File: config.mk
export PLATFORM = sky130hd
export DESIGN_NAME = tlc_ram
export DESIGN_NICKNAME = d
export VERILOG_FILES = /design/src/hdl/tlc_ram.sv
export SDC_FILE = /design/constraint.sdc
export NUM_CORES = 1
export LEC_CHECK = 0
export BUFFER_PORTS_ARGS = -buffer_cell sky130_fd_sc_hd__buf_2
export CORE_ASPECT_RATIO = 0.75
export CORE_UTILIZATION = 60
export CTS_CLUSTER_DIAMETER = 60
export DETAILED_ROUTE_END_ITERATION = 10
export GPL_ROUTABILITY_DRIVEN = 0
export PLACE_DENSITY = 0.81
export REMOVE_ABC_BUFFERS = 1
export SYNTH_ARGS = -nofsm -noshare
export SYNTH_HDL_FRONTEND = slang
export SYNTH_SLANG_ARGS = --single-unit
export TNS_END_PERCENT = 10
File: constraint.sdc
create_clock -name clk -period 5.4 [get_ports clk]
set_input_delay 1.08 -clock clk [delete_from_list [all_inputs] [get_ports clk]]
set_output_delay 1.08 -clock clk [all_outputs]
set_load 0.005 [all_outputs]
File: src/hdl/tlc_ram.sv
// Generic single-port-write, registered-read RAM.
// No dependencies.
module tlc_ram #(
  parameter int WIDTH = 8,
  parameter int DEPTH = 16,
  localparam int AW = (DEPTH > 1) ? $clog2(DEPTH) : 1
) (
  input  logic             clk,
  input  logic             we,
  input  logic [AW-1:0]    waddr,
  input  logic [WIDTH-1:0] wdata,
  input  logic [AW-1:0]    raddr,
  output logic [WIDTH-1:0] rdata
);

  logic [WIDTH-1:0] mem [DEPTH];

  always_ff @(posedge clk) begin
    if (we) begin
      mem[waddr] <= wdata;
    end
    rdata <= mem[raddr];
  end

endmodule

==> flow_metrics.env <==
export IMPL_yosysWarningCount=0
export IMPL_hold_depth=3
export IMPL_cts_hold_buf=0
export IMPL_regToRegEndpoint="rdata[1]"
export IMPL_hold_viol=0
export IMPL_finClkSkew_ns=0.00658
export IMPL_power_switching_w=0.000477
export IMPL_finalSetupTns_ns=0
export IMPL_max_freq_ghz=0.383
export IMPL_viasPerCell=6.40
export IMPL_cts_htree_levels=4
export IMPL_r2r_cells=3
export IMPL_syn_cell_area_um2=5150
export IMPL_cp_max_fo=32
export IMPL_layout_common_cells="edfxtp_1 (128), buf_2 (25), mux4_2 (18)"
export IMPL_wl_per_cell_um=25.6
export IMPL_ys_seq_area_frac=0.778
export IMPL_min_path_type="flip-flop to flip-flop"
export IMPL_status="complete, no violations"
export IMPL_synth_top_area_cell="edfxtp_1"
export IMPL_use_met1=0.336
export IMPL_wl_mm=9.82
export IMPL_slew_viol_final=0
export IMPL_p_leak_nw=2.03
export IMPL_rsz0062_at_grt="false"
export IMPL_core_area_um2=8090
export IMPL_seqPwrFrac=0.465
export IMPL_hold_slack_ns=0.680
export IMPL_ys_top_cells_by_area="edfxtp_1 (75%), mux4_2 (7.9%), mux4_1 (7.1%)"
export IMPL_cpPeakStageDelay_ns=0.78
export IMPL_cp_buffers_inverters=1
export IMPL_grt_overflow_total=0
export IMPL_p_per_area_nw_per_um2=426
export IMPL_drv_cap=0
export IMPL_ys_seq_elements=136
export IMPL_layout_commonest_cell="edfxtp_1"
export IMPL_cp_required_ns=5.69
export IMPL_track_usage=0.251
export IMPL_synth_top_cell_area_share=0.747
export IMPL_rows=28
export IMPL_p_int_w=0.00208
export IMPL_num_vias=2450
export IMPL_cp_slowest_cell="buf_2"
export IMPL_dieArea_um2=8960
export IMPL_crit_type="input port to flip-flop"
export IMPL_initial_utilization=0.636
export IMPL_drc=0
export IMPL_ir_worst_vdd_v=0.000303
export IMPL_grt_busiest_layer="met2"
export IMPL_r2r_start="mem[0][1]"
export IMPL_gr_usage_met3=0.0879
export IMPL_post_route_cells_drive_above_1_share=0.284
export IMPL_avgSynthCellArea_um2=22.5
export IMPL_finalSetupViolCount=0
export IMPL_slew_headroom=0.291
export IMPL_clk_latency_ns=0.41
export IMPL_fp_dieW_um=109
export IMPL_hpwl_mm=6.10
export IMPL_clockBufferDepth=2
export IMPL_dpl_worst_slack_ns=2.23
export IMPL_setup_ws_ns=2.79
export IMPL_clock_power_share=0.495
export IMPL_worst_pin_slew_ns=1.06
export IMPL_clock_root_buffer="clkbuf_16"
export IMPL_timing_final_crit_share=0.483
export IMPL_worst_ep_arrival_time_ns=2.90
export IMPL_port_buffers=25
export IMPL_reg2reg_slack_ns=4.03
export IMPL_clk_pin_slew_ns=0.05
export IMPL_swShare=0.187
export IMPL_area_delta_synth_final_pct=16.7
export IMPL_cts_buffers=17
export IMPL_antenna_found_initial=0
export IMPL_cp_top_family="buffers and inverters"
export IMPL_grt_max_degree=33
export IMPL_grt_pass1_vias=2573
export IMPL_grt_pass1_wl_mm=14.7
export IMPL_antenna_cells=0
export IMPL_critPathCaptureType="flip-flop"
export IMPL_synth_cell_types=19
export IMPL_firstDrtPassIters=5
export IMPL_grt_use_met2=0.396
export IMPL_min_from="mem[11][3]"
export IMPL_cts_tree="built"
export IMPL_finalCriticalPeriod_ns=2.61
export IMPL_drtAntennaViolNets=0
export IMPL_postCtsSetupRepairBufs=0
export IMPL_syn_inst=229
export IMPL_pin_count=26
export IMPL_path_cells="buf_2 -> mux4_1 -> a22oi_1 -> nand2_1"
export IMPL_hold_path_endpoint="rdata[3]"
export IMPL_die_h_um=82.2
export IMPL_post_cts_resized=0
export IMPL_critPathLaunchType="input port"
export IMPL_clkSinkCount=136
export IMPL_first_iter_violations=204
export IMPL_nets=283
export IMPL_combPwrFrac=0.040
-- cell usage after synthesis --
master             n
nand3b_1           2
and2_1             1
dfxtp_1            8
edfxtp_1         128
nand2_1            9
or3b_2             1
nor2b_1            1
clkdlybuf4s25_2    3
nor3_1             4
buf_6              3
buf_4              1
buf_2              3
mux4_1            14
mux4_2            18
nor2_1            13
and2b_1            1
a22oi_1           16
nand2b_1           2
nand3_1            1
-- state kept, by name (all words and copies together), names as in the netlist --
signal / count
mem: 128
rdata: 8
-- metal layers --
metal,vias to the layer above,routed length [um],share of wire
met2,120,4790,0.49
met1,1267,4130,0.42
met4,0,121,0.012
met5,-,0,0
li1,1047,-,-
met3,16,781,0.080
-- cells by family after synthesis --
family                 Yosys count  share of synthesized area
AO/OA/AOI/OAI                   16                     0.0233
buffers and inverters           10                     0.0168
flip-flops                     136                      0.778
multiplexers                    32                      0.150
AND/OR/NAND/NOR                 35                     0.0318
-- how the worst max path moves through the flow --
stage | from | to | slack [ns] | cells past startpoint
2_1_floorplan | waddr[2] | mem[0][0] | 2.83 | 2
3_3_place_gp | waddr[2] | mem[0][0] | 2.32 | 3
3_5_place_dp | waddr[2] | mem[0][2] | 2.23 | 3
4_1_cts | waddr[2] | mem[0][4] | 2.61 | 3
5_1_grt | raddr[0] | rdata[0] | 2.66 | 4
6_report | raddr[0] | rdata[1] | 2.79 | 4
-- power by group through the flow --
stage	sequential (W)	combinational, W	clock, W
2_1_floorplan	0.00121	0.0000473	0
3_3_place_gp	0.00121	0.0000974	0
3_5_place_dp	0.00121	0.000102	0
4_1_cts	0.00119	0.000103	0.00127
5_1_grt	0.00119	0.000111	0.00132
6_report	0.00119	0.000102	0.00126
-- worst min-delay path: cells and delay by family (launching register included) --
| kind | cells | cell delay (ns) |
|---|---|---|
| AOI/OAI and AO/OA | 1 | 0.08 |
| DFF | 1 | 0.31 |
| muxes | 1 | 0.21 |
| and+or+nand+nor | 1 | 0.05 |
-- metrics by stage --
step	cells	total power [W]	util	cell area (um^2)
after global placement	351	0.00131	0.660	5340
final	383	0.00256	0.742	6010
after CTS	383	0.00257	0.741	6000
after detailed placement	351	0.00131	0.660	5340
after global routing	383	0.00262	0.742	6010
after floorplan	219	0.00125	-	5060
-- cell type report --
class	instances	area, um^2
clock buffer	21	470
sequential	136	4000
fill	436	2090
multi-input combinational	83	1070
timing repair buffer	27	140
tap	105	131
clock inverter	11	193
Note: power is estimated with default switching activity, not from simulation.
