File: src/hdl/tlc_pkg.sv
// Shared types and constants for the two-level cache tag lookup.
// No dependencies; imported by tlc_level and the top level.
package tlc_pkg;

  localparam int ADDR_W = 32;
  localparam int TAG_W  = 32;
  // One way entry in a set row: {valid, tag}
  localparam int ENT_W  = TAG_W + 1;

  localparam int CFG_IDX_W  = 3;
  localparam int CFG_DATA_W = 5;

  localparam logic [CFG_IDX_W-1:0] REG_L1_OFFSET = 3'd0;
  localparam logic [CFG_IDX_W-1:0] REG_L1_INDEX  = 3'd1;
  localparam logic [CFG_IDX_W-1:0] REG_L1_WAYS   = 3'd2;
  localparam logic [CFG_IDX_W-1:0] REG_L2_OFFSET = 3'd3;
  localparam logic [CFG_IDX_W-1:0] REG_L2_INDEX  = 3'd4;
  localparam logic [CFG_IDX_W-1:0] REG_L2_WAYS   = 3'd5;

  localparam logic [2:0] ST_NONE  = 3'd0;
  localparam logic [2:0] ST_RHIT  = 3'd1;
  localparam logic [2:0] ST_RMISS = 3'd2;
  localparam logic [2:0] ST_WHIT  = 3'd3;
  localparam logic [2:0] ST_WMISS = 3'd4;

  typedef struct packed {
    logic cap;     // capture compare results from the read row
    logic commit;  // a fill is written back this cycle
  } lvl_ctl_t;

endpackage

File: src/hdl/tlc_level.sv
// One cache level: address split, way compare, fill way choice, round-robin pointer.
// Depends on tlc_pkg; the set row comes from a tlc_ram owned by the top level.
module tlc_level import tlc_pkg::*; #(
  parameter int MAX_SETS = 256,
  parameter int MAX_WAYS = 8,
  parameter int CFG_W    = 4,
  localparam int SET_W  = (MAX_SETS > 1) ? $clog2(MAX_SETS) : 1,
  localparam int ROW_W  = MAX_WAYS * ENT_W
) (
  input  logic              clk,
  input  logic              rst,
  input  logic [3:0]        cfg_off,
  input  logic [3:0]        cfg_idx,
  input  logic [CFG_W-1:0]  cfg_ways,
  input  logic [ADDR_W-1:0] address,
  input  logic [ROW_W-1:0]  rdata,
  input  lvl_ctl_t          ctl,
  output logic [SET_W-1:0]  set_idx,
  output logic              hit,
  output logic [ROW_W-1:0]  wdata
);

  localparam int MIB   = $clog2(MAX_SETS + 1) - 1;
  localparam int WAY_W = (MAX_WAYS > 1) ? $clog2(MAX_WAYS) : 1;
  localparam int WC_W  = $clog2(MAX_WAYS + 1);

  logic [WC_W-1:0]   ways_eff;
  logic [3:0]        ib;
  logic [4:0]        tag_sh;
  logic [ADDR_W-1:0] shifted;
  logic [TAG_W-1:0]  tag;
  logic              hit_c;
  logic              any_inv;
  logic [WAY_W-1:0]  first_inv;
  logic [WAY_W-1:0]  victim_c;

  logic              hit_q;
  logic              use_ptr;
  logic [WAY_W-1:0]  victim;
  logic [ROW_W-1:0]  row;
  logic [WAY_W-1:0]  ptr;

  always_comb begin
    if (cfg_ways == '0) begin
      ways_eff = WC_W'(1);
    end else if (int'(cfg_ways) > MAX_WAYS) begin
      ways_eff = WC_W'(MAX_WAYS);
    end else begin
      ways_eff = WC_W'(cfg_ways);
    end
    ib = (int'(cfg_idx) > MIB) ? 4'(MIB) : cfg_idx;
  end

  assign tag_sh  = {1'b0, cfg_off} + {1'b0, ib};
  assign shifted = address >> cfg_off;
  assign set_idx = shifted[SET_W-1:0] & ~({SET_W{1'b1}} << ib);
  assign tag     = address >> tag_sh;

  always_comb begin
    hit_c     = 1'b0;
    any_inv   = 1'b0;
    first_inv = '0;
    for (int w = MAX_WAYS - 1; w >= 0; w--) begin
      if (w < int'(ways_eff)) begin
        if (rdata[w*ENT_W + TAG_W] && rdata[w*ENT_W +: TAG_W] == tag) begin
          hit_c = 1'b1;
        end
        if (!rdata[w*ENT_W + TAG_W]) begin
          any_inv   = 1'b1;
          first_inv = WAY_W'(w);
        end
      end
    end
    if (any_inv) begin
      victim_c = first_inv;
    end else if (int'(ptr) < int'(ways_eff)) begin
      victim_c = ptr;
    end else begin
      victim_c = '0;
    end
  end

  always_ff @(posedge clk) begin
    if (ctl.cap) begin
      hit_q   <= hit_c;
      use_ptr <= !any_inv;
      victim  <= victim_c;
      row     <= rdata;
    end
  end

  // advance the shared pointer only when no invalid way was free
  always_ff @(posedge clk) begin
    if (rst) begin
      ptr <= '0;
    end else if (ctl.commit && use_ptr) begin
      if (int'(victim) + 1 >= int'(ways_eff)) begin
        ptr <= '0;
      end else begin
        ptr <= victim + WAY_W'(1);
      end
    end
  end

  always_comb begin
    wdata = row;
    wdata[victim*ENT_W +: ENT_W] = {1'b1, tag};
  end

  assign hit = hit_q;

endmodule

File: config.mk
export PLATFORM = sky130hd
export DESIGN_NAME = tlc_level
export DESIGN_NICKNAME = d
export VERILOG_FILES = /design/src/hdl/tlc_pkg.sv /design/src/hdl/tlc_level.sv
export SDC_FILE = /design/constraint.sdc
export NUM_CORES = 1
export LEC_CHECK = 0
export BUFFER_PORTS_ARGS = -buffer_cell sky130_fd_sc_hd__buf_2
export CORE_AREA = 2 2 226 228
export DETAILED_ROUTE_END_ITERATION = 10
export DIE_AREA = 0 0 228 230
export SYNTH_ARGS = -nofsm -noshare
export SYNTH_HDL_FRONTEND = slang
export SYNTH_SLANG_ARGS = --single-unit
File: constraint.sdc
create_clock -name clk -period 5.3 [get_ports clk]
set_input_delay 0.795 -clock clk [delete_from_list [all_inputs] [get_ports clk]]
set_output_delay 0.795 -clock clk [all_outputs]
set_load 0.05 [all_outputs]
==> impl_metrics.ini <==
[finish]
nNetsFinal = 3009
fin_cells = 3392
n_fill_cell = 4626
final_area_um2 = 26500
syn_to_final_growth_pct = 40.8
drive_gt1_share_pct = 39.3

[timing]
skew_ps = 18.3
finalMaxSlewViolations = 0
fin_crit_ps = 5250
post-route-period-util_pct = 99.1
max_freq_mhz = 190
finalSetupViolations = 0
tightest_slew_ps = 1230
fin_hold_ws_ps = 438
relSlewSlack_pct = 17.5
worst_slack_ps = 45.3
finalHoldViolations = 0

[worst_setup_path]
crit_path_start_kind = input port
crit_end = wdata[250]
cp-startpoint = cfg_idx[3]
worstSetupEndpointType = primary output
worstPathArrival_ps = 4460
crit_required_ps = 4510
crit_fanout = 10
crit_type = input port to primary output
r2r_start = victim[0]
r2r_cells = 8
regToRegEndpoint = ptr[1]
regToRegSetupSlack_ps = 2760

[clock_network]
cts_buffer_depth = 3
root_buffer = clkbuf_16
clock_sinks = 272
ctsHoldBuffers = 0
clk_latency_ps = 550
cts_made_buffers = 34
cts_htree_levels = 2
cts_tree = yes
clk_pin_slew_ps = 60

[power_and_ir_drop]
seq_power_share_pct = 27.1
p_leak_nw = 11.1
switching_share_pct = 42.8
power_density_nw_per_um2 = 362
peakVddDrop_uv = 206
p_int_mw = 5.48
pwr-share-comb_pct = 48.2
p_sw_mw = 4.10
clkPwrFrac_pct = 24.6

[worst_hold_path]
hold_class = input port to register

[global_routing]
grt_pass1_wl_um = 139000
antenna_found_initial = 14
grt_overflow_total = 0
grt_max_degree = 109
grt.total_usage_pct = 36.7
grt_pass1_vias = 19330

[placement]
hpwlAfterDp_um = 79800
gp_congestion = 1.02
dp_slack_ps = -636
dpl_cell_area_um2 = 25300
place_inst = 3314
port_buffers = 584

[route]
vias_per_cell = 5.98
drtIter0Drc = 2329
totalWireLength_um = 100000
ant_nets = 0
post_drt_wl_per_cell_um = 29.6
vias = 20268
drcViolationCount = 0
firstDrtPassIters = 6

[floorplanning]
initial_utilization_pct = 37.7
die_area_um2 = 52400
core_area_um2 = 49900
rows = 82
io_pins = 585
die_w_um = 228
die_h_um = 230

[synthesis]
synthArstFlopShare_pct = 0
syn_area_um2 = 18800
synth_ff_type = edfxtp_1
syn_nets = 2303
avgSynthCellArea_um2 = 9.52
yosys_warnings = 0
seq_area_frac_synth_pct = 43.2
synth-edff-count = 269
synthDistinctLibCells = 90
synth_cells = 1977
ys_ff_latch = 272

[run]
drv_cap = 0

[status]
outcome = finished, final reports clean
-- metrics by stage --
stage	util (%)	setup TNS (ps)	total power, mW
global placement	50.7	-828	7.12
CTS	52.8	0	9.50
global route	53.1	-21.7	9.85
floorplan	-	-4810	5.16
finish	53.1	0	9.59
detailed placement	50.7	-946	7.14
-- layout by cell type (no fill, tap or decap), types with 14 or more instances in the layout --
master,instances
nor2_1,74
nand4_1,29
o31ai_1,19
o21ai_0,89
nand3_1,38
nor4_1,34
nor3_1,36
buf_12,65
mux2_2,22
xor2_1,92
o31ai_4,18
buf_4,223
inv_1,21
edfxtp_1,269
a21oi_1,66
nand2b_1,35
a211oi_1,14
mux2i_1,58
clkbuf_16,35
o31ai_2,38
xnor2_1,102
o21ai_1,111
o21ai_2,40
mux4_2,19
nand2_1,345
buf_2,526
-- Yosys cell counts (5+ instances only) --
library cell | number | share of area, %
nand2_1 | 352 | 7.0
edfxtp_1 | 269 | 43
o21ai_0 | 237 | 6.3
clkbuf_1 | 117 | 2.3
xnor2_1 | 103 | 4.8
xor2_1 | 92 | 4.3
nor2_1 | 76 | 1.5
o31ai_1 | 75 | 3.0
a21oi_1 | 67 | 1.8
mux2i_1 | 59 | 3.1
nand3_1 | 40 | 1.1
nor3_1 | 38 | 1.0
nand2b_1 | 37 | 1.2
nor4_1 | 35 | 1.2
nand4_1 | 29 | 0.96
buf_2 | 22 | 0.59
mux2_2 | 22 | 1.3
inv_1 | 21 | 0.42
mux4_2 | 19 | 2.3
a211oi_1 | 14 | 0.56
or3_1 | 14 | 0.47
ha_1 | 13 | 0.86
a2111oi_0 | 12 | 0.56
a21boi_0 | 10 | 0.40
o22ai_1 | 10 | 0.33
a22oi_1 | 9 | 0.36
or2_2 | 8 | 0.27
a22o_1 | 7 | 0.33
or4_1 | 7 | 0.28
a21o_1 | 6 | 0.24
and2_1 | 6 | 0.20
buf_1 | 6 | 0.12
mux4_1 | 6 | 0.84
nor4b_1 | 6 | 0.28
o21a_1 | 6 | 0.24
a221oi_1 | 5 | 0.23
a31oi_1 | 5 | 0.17
a32oi_1 | 5 | 0.23
o2111ai_1 | 5 | 0.23
o211ai_1 | 5 | 0.20
o22a_1 | 5 | 0.23
-- cell families (layout without fill, tap and decap cells) --
| logic type | count (synthesis) | count (layout) | synth area share (%) |
|---|---|---|---|
| AO/OA/AOI/OAI | 535 | 535 | 18.1 |
| XOR/XNOR | 198 | 198 | 9.39 |
| adder cells (fa/ha/maj) | 14 | 14 | 0.971 |
| buffers and inverters | 173 | 903 | 3.84 |
| flip-flops | 272 | 272 | 43.2 |
| multiplexers | 107 | 107 | 7.64 |
| other | 0 | 13 | 0 |
| AND/OR/NAND/NOR | 678 | 678 | 16.8 |
-- how the worst min path moves through the flow --
stage                    end  slack, ps       start  cells after the start
CTS                 row[229]        420  rdata[229]                      1
finish               row[31]        440   rdata[31]                      1
floorplan             ptr[0]        500      ptr[0]                      2
global placement      ptr[1]        560      ptr[1]                      2
detailed placement    ptr[0]        570      ptr[0]                      2
global route        row[229]        430  rdata[229]                      1
-- routing by layer --
layer  global-route usage (%)  wire, um
met1                     47.0     39100
met2                     60.3     47000
met3                     5.31      8460
met4                     19.2      5700
met5                        0        29
-- state kept, by name, summed over array words and instances, names as in the netlist --
name	flops
victim	3
hit	1
row	264
use_ptr	1
ptr	3
-- final cells by class --
class / instances / area [um^2] / share of cell area, %
multi-input combinational: 1532 / 10700 / 40.2
inverter: 23 / 91.3 / 0.345
antenna: 13 / 32.5 / 0.123
timing repair buffer: 820 / 5670 / 21.4
clock inverter: 19 / 176 / 0.666
clock buffer: 41 / 898 / 3.39
sequential: 272 / 8140 / 30.7
tap: 672 / 841 / 3.17
-- worst max-delay path, stage by stage --
cell and delay (ps):
buf_2 90, buf_4 140, and2b_1 190, ha_1 450, nor2_1 150, o21ai_0 380
nand2_1 490, a21oi_1 480, o21ai_2 170, buf_4 210, buf_4 160, or2_2 300
o21ai_2 170, clkbuf_4 290
-- power groups by stage --
stage	registers [mW]	logic, mW	clock network (mW)
floorplan	2.63	2.53	0
global placement	2.64	4.48	0
detailed placement	2.64	4.50	0
CTS	2.60	4.52	2.38
global route	2.61	4.79	2.44
finish	2.60	4.63	2.36
-- what timing repair did --
item | in CTS | in global routing
pin swaps | 0 | 2
endpoints found under the setup margin | 10 | 62
gates resized for setup | 4 | 29
setup buffers | 0 | 5
Note: power is estimated with default switching activity, not from simulation.
